==> src/rtl/dbht_pkg.sv <==
package dbht_pkg;

    localparam int PIN_W   = 4;
    localparam int TIME_W  = 32;
    localparam int CNT_W   = 8;
    localparam int QUERY_W = 2;
    localparam int CFG_W   = 8;
    localparam int ADDR_W  = 1;

    localparam logic [ADDR_W-1:0] REG_THRESHOLD = 1'b0;
    localparam logic [ADDR_W-1:0] REG_MASK      = 1'b1;

    localparam logic CMD_SAMPLE = 1'b0;
    localparam logic CMD_SEED   = 1'b1;

    localparam logic [CNT_W-1:0] CNT_MAX = {CNT_W{1'b1}};

    localparam logic [CNT_W-1:0] THRESHOLD_RESET = 8'd3;
    localparam logic [PIN_W-1:0] MASK_RESET      = 4'hF;

    typedef struct packed {
        logic              level;
        logic [TIME_W-1:0] since;
    } lane_out_t;

endpackage

==> src/rtl/multi_input_debounce_with_hold_timer_core.sv <==
// Latency: a result is valid in the cycle after its item is accepted.
// Throughput: one item per cycle unless an unread result stalls the input;
// channel lanes update on accept; one output register holds the merged result.
// Reset: all lanes clear to inactive, the threshold returns to three and the
// active-low mask to all ones; no clearing pass is needed.
module multi_input_debounce_with_hold_timer_core
#(
    parameter int CHANNELS = 4
)
(
    input  logic                           clk,
    input  logic                           rst_n,
    input  logic                           cfg_wr_en,
    input  logic [dbht_pkg::ADDR_W-1:0]    cfg_addr,
    input  logic [dbht_pkg::CFG_W-1:0]     cfg_wdata,
    input  logic                           in_valid,
    output logic                           in_ready,
    input  logic                           cmd,
    input  logic [dbht_pkg::PIN_W-1:0]     raw_pins,
    input  logic [dbht_pkg::TIME_W-1:0]    now_ms,
    input  logic [dbht_pkg::QUERY_W-1:0]   query_channel,
    output logic                           out_valid,
    input  logic                           out_ready,
    output logic [dbht_pkg::PIN_W-1:0]     stable_levels,
    output logic                           query_active,
    output logic [dbht_pkg::TIME_W-1:0]    query_duration_ms
);

    logic [dbht_pkg::CNT_W-1:0] threshold_reg;
    logic [dbht_pkg::PIN_W-1:0] mask_reg;
    logic                       out_valid_reg;
    logic                       out_valid_next;
    logic                       accept;
    logic [CHANNELS-1:0]        samples;
    logic [dbht_pkg::PIN_W-1:0] logical_pins;
    dbht_pkg::lane_out_t        lanes [CHANNELS];

    assign in_ready     = !out_valid_reg || out_ready;
    assign accept       = in_valid && in_ready;
    assign logical_pins = raw_pins ^ mask_reg;

    always_ff @(posedge clk or negedge rst_n)
    begin
        if (!rst_n)
        begin
            threshold_reg <= dbht_pkg::THRESHOLD_RESET;
            mask_reg      <= dbht_pkg::MASK_RESET;
        end
        else if (cfg_wr_en)
        begin
            case (cfg_addr)
                dbht_pkg::REG_THRESHOLD: threshold_reg <= cfg_wdata;
                dbht_pkg::REG_MASK:      mask_reg <= cfg_wdata[dbht_pkg::PIN_W-1:0];
                default:                 threshold_reg <= threshold_reg;
            endcase
        end
    end

    generate
        for (genvar g = 0; g < CHANNELS; g++)
        begin : g_lane
            if (g < dbht_pkg::PIN_W)
            begin : g_pin
                assign samples[g] = logical_pins[g];
            end
            else
            begin : g_nopin
                assign samples[g] = 1'b0;
            end

            dbht_lane u_lane
            (
                .clk       (clk),
                .rst_n     (rst_n),
                .accept    (accept),
                .cmd       (cmd),
                .sample    (samples[g]),
                .now_ms    (now_ms),
                .threshold (threshold_reg),
                .lane_next (lanes[g])
            );
        end
    endgenerate

    dbht_merge #(.CHANNELS(CHANNELS)) u_merge
    (
        .clk               (clk),
        .load              (accept),
        .lanes             (lanes),
        .now_ms            (now_ms),
        .query_channel     (query_channel),
        .stable_levels     (stable_levels),
        .query_active      (query_active),
        .query_duration_ms (query_duration_ms)
    );

    always_comb
    begin
        out_valid_next = out_valid_reg;
        if (accept)
        begin
            out_valid_next = 1'b1;
        end
        else if (out_ready)
        begin
            out_valid_next = 1'b0;
        end
    end

    always_ff @(posedge clk or negedge rst_n)
    begin
        if (!rst_n)
        begin
            out_valid_reg <= 1'b0;
        end
        else
        begin
            out_valid_reg <= out_valid_next;
        end
    end

    assign out_valid = out_valid_reg;

    a_accept_gives_result: assert property (@(posedge clk) disable iff (!rst_n)
        accept |=> out_valid)
        else $error("accepted item produced no result");

    a_inactive_zero: assert property (@(posedge clk) disable iff (!rst_n)
        out_valid && !query_active |-> query_duration_ms == '0)
        else $error("inactive channel reports a nonzero duration");

    a_seed_levels: assert property (@(posedge clk) disable iff (!rst_n)
        accept && cmd == dbht_pkg::CMD_SEED |=>
            stable_levels == $past(samples[0] ? logical_pins & logical_pins
                                              : logical_pins) || CHANNELS < dbht_pkg::PIN_W)
        else $error("seed did not load the stable levels from the pins");

    a_seed_duration: assert property (@(posedge clk) disable iff (!rst_n)
        accept && cmd == dbht_pkg::CMD_SEED |=> query_duration_ms == '0)
        else $error("seeded channel reports a nonzero duration");

endmodule

==> src/rtl/dbht_lane.sv <==
module dbht_lane
(
    input  logic                          clk,
    input  logic                          rst_n,
    input  logic                          accept,
    input  logic                          cmd,
    input  logic                          sample,
    input  logic [dbht_pkg::TIME_W-1:0]   now_ms,
    input  logic [dbht_pkg::CNT_W-1:0]    threshold,
    output dbht_pkg::lane_out_t           lane_next
);

    logic                        stable_reg;
    logic                        stable_next;
    logic                        cand_reg;
    logic                        cand_next;
    logic [dbht_pkg::CNT_W-1:0]  count_reg;
    logic [dbht_pkg::CNT_W-1:0]  count_next;
    logic [dbht_pkg::TIME_W-1:0] since_reg;
    logic [dbht_pkg::TIME_W-1:0] since_next;
    logic [dbht_pkg::CNT_W-1:0]  count_trial;
    logic [dbht_pkg::TIME_W-1:0] since_fresh;

    assign since_fresh = sample ? now_ms : '0;

    always_comb
    begin
        stable_next = stable_reg;
        cand_next   = cand_reg;
        count_next  = count_reg;
        since_next  = since_reg;
        count_trial = 8'd1;
        if (cmd == dbht_pkg::CMD_SEED)
        begin
            stable_next = sample;
            cand_next   = sample;
            count_next  = '0;
            since_next  = since_fresh;
        end
        else if (sample == stable_reg)
        begin
            cand_next  = sample;
            count_next = '0;
        end
        else
        begin
            if (sample == cand_reg)
            begin
                count_trial = (count_reg == dbht_pkg::CNT_MAX) ? count_reg
                                                               : count_reg + 8'd1;
            end
            cand_next = sample;
            if (count_trial >= threshold)
            begin
                stable_next = sample;
                count_next  = '0;
                since_next  = since_fresh;
            end
            else
            begin
                count_next = count_trial;
            end
        end
    end

    always_ff @(posedge clk or negedge rst_n)
    begin
        if (!rst_n)
        begin
            stable_reg <= 1'b0;
            cand_reg   <= 1'b0;
            count_reg  <= '0;
            since_reg  <= '0;
        end
        else if (accept)
        begin
            stable_reg <= stable_next;
            cand_reg   <= cand_next;
            count_reg  <= count_next;
            since_reg  <= since_next;
        end
    end

    assign lane_next.level = stable_next;
    assign lane_next.since = since_next;

endmodule

==> src/rtl/dbht_merge.sv <==
module dbht_merge
#(
    parameter int CHANNELS = 4
)
(
    input  logic                           clk,
    input  logic                           load,
    input  dbht_pkg::lane_out_t            lanes [CHANNELS],
    input  logic [dbht_pkg::TIME_W-1:0]    now_ms,
    input  logic [dbht_pkg::QUERY_W-1:0]   query_channel,
    output logic [dbht_pkg::PIN_W-1:0]     stable_levels,
    output logic                           query_active,
    output logic [dbht_pkg::TIME_W-1:0]    query_duration_ms
);

    logic [dbht_pkg::PIN_W-1:0]  levels_reg;
    logic [dbht_pkg::PIN_W-1:0]  levels_next;
    logic                        active_reg;
    logic                        active_next;
    logic [dbht_pkg::TIME_W-1:0] duration_reg;
    logic [dbht_pkg::TIME_W-1:0] duration_next;
    logic [dbht_pkg::TIME_W-1:0] since_sel;

    always_comb
    begin
        levels_next = '0;
        active_next = 1'b0;
        since_sel   = '0;
        for (int i = 0; i < CHANNELS; i++)
        begin
            if (i < dbht_pkg::PIN_W)
            begin
                levels_next[i] = lanes[i].level;
                if (query_channel == dbht_pkg::QUERY_W'(i))
                begin
                    active_next = lanes[i].level;
                    since_sel   = lanes[i].since;
                end
            end
        end
        duration_next = active_next ? (now_ms - since_sel) : '0;
    end

    always_ff @(posedge clk)
    begin
        if (load)
        begin
            levels_reg   <= levels_next;
            active_reg   <= active_next;
            duration_reg <= duration_next;
        end
    end

    assign stable_levels     = levels_reg;
    assign query_active      = active_reg;
    assign query_duration_ms = duration_reg;

endmodule
==> config.mk <==
export PLATFORM = sky130hd
export DESIGN_NAME = multi_input_debounce_with_hold_timer_core
export DESIGN_NICKNAME = d
export VERILOG_FILES = /design/src/rtl/dbht_pkg.sv /design/src/rtl/multi_input_debounce_with_hold_timer_core.sv /design/src/rtl/dbht_lane.sv /design/src/rtl/dbht_merge.sv
export SDC_FILE = /design/constraint.sdc
export NUM_CORES = 1
export LEC_CHECK = 0
export ABC_AREA = 0
export BUFFER_PORTS_ARGS = -buffer_cell sky130_fd_sc_hd__buf_2
export CAP_MARGIN = 20
export CELL_PAD_IN_SITES_DETAIL_PLACEMENT = 1
export CELL_PAD_IN_SITES_GLOBAL_PLACEMENT = 2
export CORE_AREA = 2 2 203 205
export CTS_BUF_LIST = sky130_fd_sc_hd__clkbuf_16
export CTS_CLUSTER_DIAMETER = 60
export DETAILED_ROUTE_END_ITERATION = 8
export DIE_AREA = 0 0 205 207
export MAX_ROUTING_LAYER = met4
export PLACE_DENSITY = 0.71
export SYNTH_ARGS = -nofsm -noshare
export SYNTH_HDL_FRONTEND = slang
export SYNTH_SLANG_ARGS = --single-unit
==> constraint.sdc <==
create_clock -name clk -period 7.9 [get_ports clk]
set_input_delay 0.79 -clock clk [delete_from_list [all_inputs] [get_ports clk]]
set_output_delay 0.79 -clock clk [all_outputs]
set_load 0.005 [all_outputs]
==> impl_metrics.tcl <==
set metrics [dict create \
    drt_first_pass_iters 5 \
    status "finished, final reports clean" \
    cp-start-kind "register" \
    wl_met2_um 19800 \
    final_common_cell "nand2_1" \
    maxSlewHeadroom_pct 30.3 \
    wl_per_cell_um 20.9 \
    grt_use_total_pct 22.4 \
    syn_nets 1682 \
    grt_pass1_wl_um 71700 \
    floorplan.die_area_sq_um 42400 \
    fp.coreArea_sq_um 40400 \
    multi_input_area_sq_um 7470 \
    postCtsSetupRepairBufs 0 \
    area_growth_syn_to_layout_pct 15.7 \
    gr-total-overflow 0 \
    reg2reg_to "u_merge.query_duration_ms[31]" \
    synth_area_leaders "dfrtp_1 (32%), nand2_1 (9.9%), edfxtp_1 (8.2%)" \
    cts_hold_buf 0 \
    num_vias 11700 \
    yosysTopAreaCellShare_pct 32.3 \
    cts_root_buf "clkbuf_16" \
    rows 74 \
    io_buffers 91 \
    largest_reg_flops 128 \
    antenna_left 0 \
    min_period_over_period_pct 87.6 \
    seqCellArea_sq_um 5650 \
    slew_violations 0 \
    reg2regPathDepth 27 \
    peakVddDrop_v 0.000178 \
    power_density_nw_per_um2 294 \
    h-tree-depth 1 \
    top_layer_used "met4" \
    cts_made_buffers 30 \
    postCtsResizedCells 0 \
    wl_met3_um 2050 \
    finalSetupViolCount 0 \
    crit_fanout 35 \
    r2r_slack_ns 0.98 \
    arrival_ns 7.22 \
    io_pins 92 \
    clock_latency_ns 0.58 \
    ys_types 62 \
    synth.avg_cell_area_sq_um 8.67 \
    holdWs_ns 0.214 \
    r2r-start "g_lane[3].u_lane.count_reg[0]" \
    synth_top_cell_by_area "dfrtp_1" \
    fmax_ghz 0.144 \
    final_cell_mix "nand2_1 (357), o21ai_0 (189), dfrtp_1 (175)" \
    chipHeight_um 207 \
    end_kind "register" \
    netlist_instances 1561 \
    worst_slew_pin_slew_ns 1.04 \
    rsz0062_at_grt "no" \
    wl_met1_um 22900 \
    worstPathRequired_ns 8.20 \
    hold_violations 0 \
    post-route-min-period_ns 6.92 \
    p_leak_nw 6.88 \
    syn_area_sq_um 13500 \
    cap_violations 0 \
    ys_ff_latch 218 \
    hold_class "input port to async pin" \
    yosys_warnings 0 \
    final_layout_size_suffix_gt1_share_pct 14.2 \
    synth_flop_cell "dfrtp_1" \
    fillCellCount 4696 \
    die_w_um 205 \
    cts_buffer_depth 3 \
    grt_pass1_vias 12000 \
    gp_congestion 0.837 \
    fin_tns_setup_ns 0 \
    clk_pin_slew_ns 0.06 \
    antenna_found_initial 2 \
    yosysSeqAreaShare_pct 41.7 \
    grt_max_degree 70 \
    nets 1737 \
    fin_skew_ns 0.0152 \
    crit_type "register to register" \
    drt_iter0_drc 551 \
    start_util_pct 33.5 \
    drc_errors 0 \
    async_flop_share_pct 83.0 \
    cts.sinks 218 \
    wl_um 45300 \
    via_per_inst 5.39 \
    dpl.hpwl_um 31100 \
    cts_tree "yes" \
    synth_edf_count 37 \
    crit_path_end "u_merge.query_duration_ms[31]" \
    crit_start "g_lane[3].u_lane.count_reg[0]" \
]
synth_stat cells, types with 5 or more instances:
cell type  count
nor3_1        14
mux2i_1        9
dfrtp_1      175
dfstp_2        6
a21oi_1      111
clkbuf_1      72
and3_1        34
o21a_1        35
ha_1          67
o31ai_1        5
buf_2         12
nor2_1       135
a21o_1        14
or2_2          5
nand3_1       33
mux4_2        32
edfxtp_1      37
o21ai_0      189
mux2_2         6
nand2b_1      11
nor2b_1        9
a22o_1        28
a211oi_1      14
inv_1         31
a31oi_1        8
xnor2_1       16
xor2_1        28
o21ai_1        6
nand4_1        9
nand2_1      358
worst min-delay path by stage:
stage                                     endpoint  slack (ns)  depth (start not counted)
floorplan           g_lane[3].u_lane.since_reg[10]        0.44                          2
global placement    g_lane[3].u_lane.since_reg[21]        0.46                          2
detailed placement  g_lane[3].u_lane.since_reg[28]        0.47                          2
CTS                  g_lane[3].u_lane.count_reg[3]        0.23                          1
global route         g_lane[3].u_lane.count_reg[3]        0.25                          1
finish               g_lane[3].u_lane.count_reg[6]        0.21                          1
layer usage:
metal / vias to the layer above / global-route usage [%]
met5: - / -
met4: 0 / 3.99
met3: 49 / 3.30
met2: 193 / 33.2
met1: 5854 / 32.7
li1: 5608 / -
power by group:
part,internal [mW],switching [mW]
Clock,0.944,0.561
Sequential,1.42,0.136
Combinational,0.586,0.965
Total,2.95,1.66
worst max-delay path, stage by stage (launching register included):
cell	delay (ns)
dfrtp_1	0.41
ha_1	0.20
and3_1	0.19
nand2_1	0.11
inv_1	0.11
nand4_1	0.30
nand2b_1	0.19
xor2_1	0.15
nor2_1	0.07
ha_1	0.30
nor2_1	0.04
nor3_1	0.34
a21oi_4	0.15
nor2_4	0.71
buf_4	0.36
and3_1	0.18
a21oi_1	0.06
mux4_2	0.49
ha_1	0.36
a21oi_1	0.21
and2_1	0.20
a21oi_1	0.14
o211ai_1	0.33
a211oi_2	0.16
o41ai_1	0.50
a21oi_1	0.17
xnor2_1	0.18
nor2_1	0.05
cell type report:
type	instances	area share [%]
Clock inverter	25	2.08
Antenna cell	1	0.0160
Clock buffer	31	4.95
Inverter	31	0.743
Timing Repair Buffer	112	4.21
Tap cell	532	4.25
Multi-Input combinational cell	1223	47.7
Sequential cell	218	36.1
cells by family (layout without fill, tap and decap cells):
logic type | count (synthesis) | count (layout) | share of synthesized area (%)
AOI/OAI and AO/OA | 437 | 437 | 19.1
xor gates and xnor gates | 48 | 48 | 3.33
adders and majority gates | 68 | 68 | 6.34
buffers and inverters | 120 | 199 | 3.66
DFF | 218 | 218 | 41.7
muxes | 47 | 47 | 6.49
other | 0 | 1 | 0
and+or+nand+nor | 623 | 623 | 19.4
per-stage QoR:
step	utilization [%]	power (mW)	setup WS (ns)	area, sq um	std cells
detailed placement	36.0	3.13	0.727	14600	2115
global route	38.8	4.92	0.442	15700	2173
CTS	38.8	4.66	0.967	15700	2171
finish	38.8	4.61	0.978	15700	2173
global placement	36.0	3.08	0.898	14600	2115
floorplan	-	2.60	2.08	13500	1561
(Power assumes the default switching activity.)
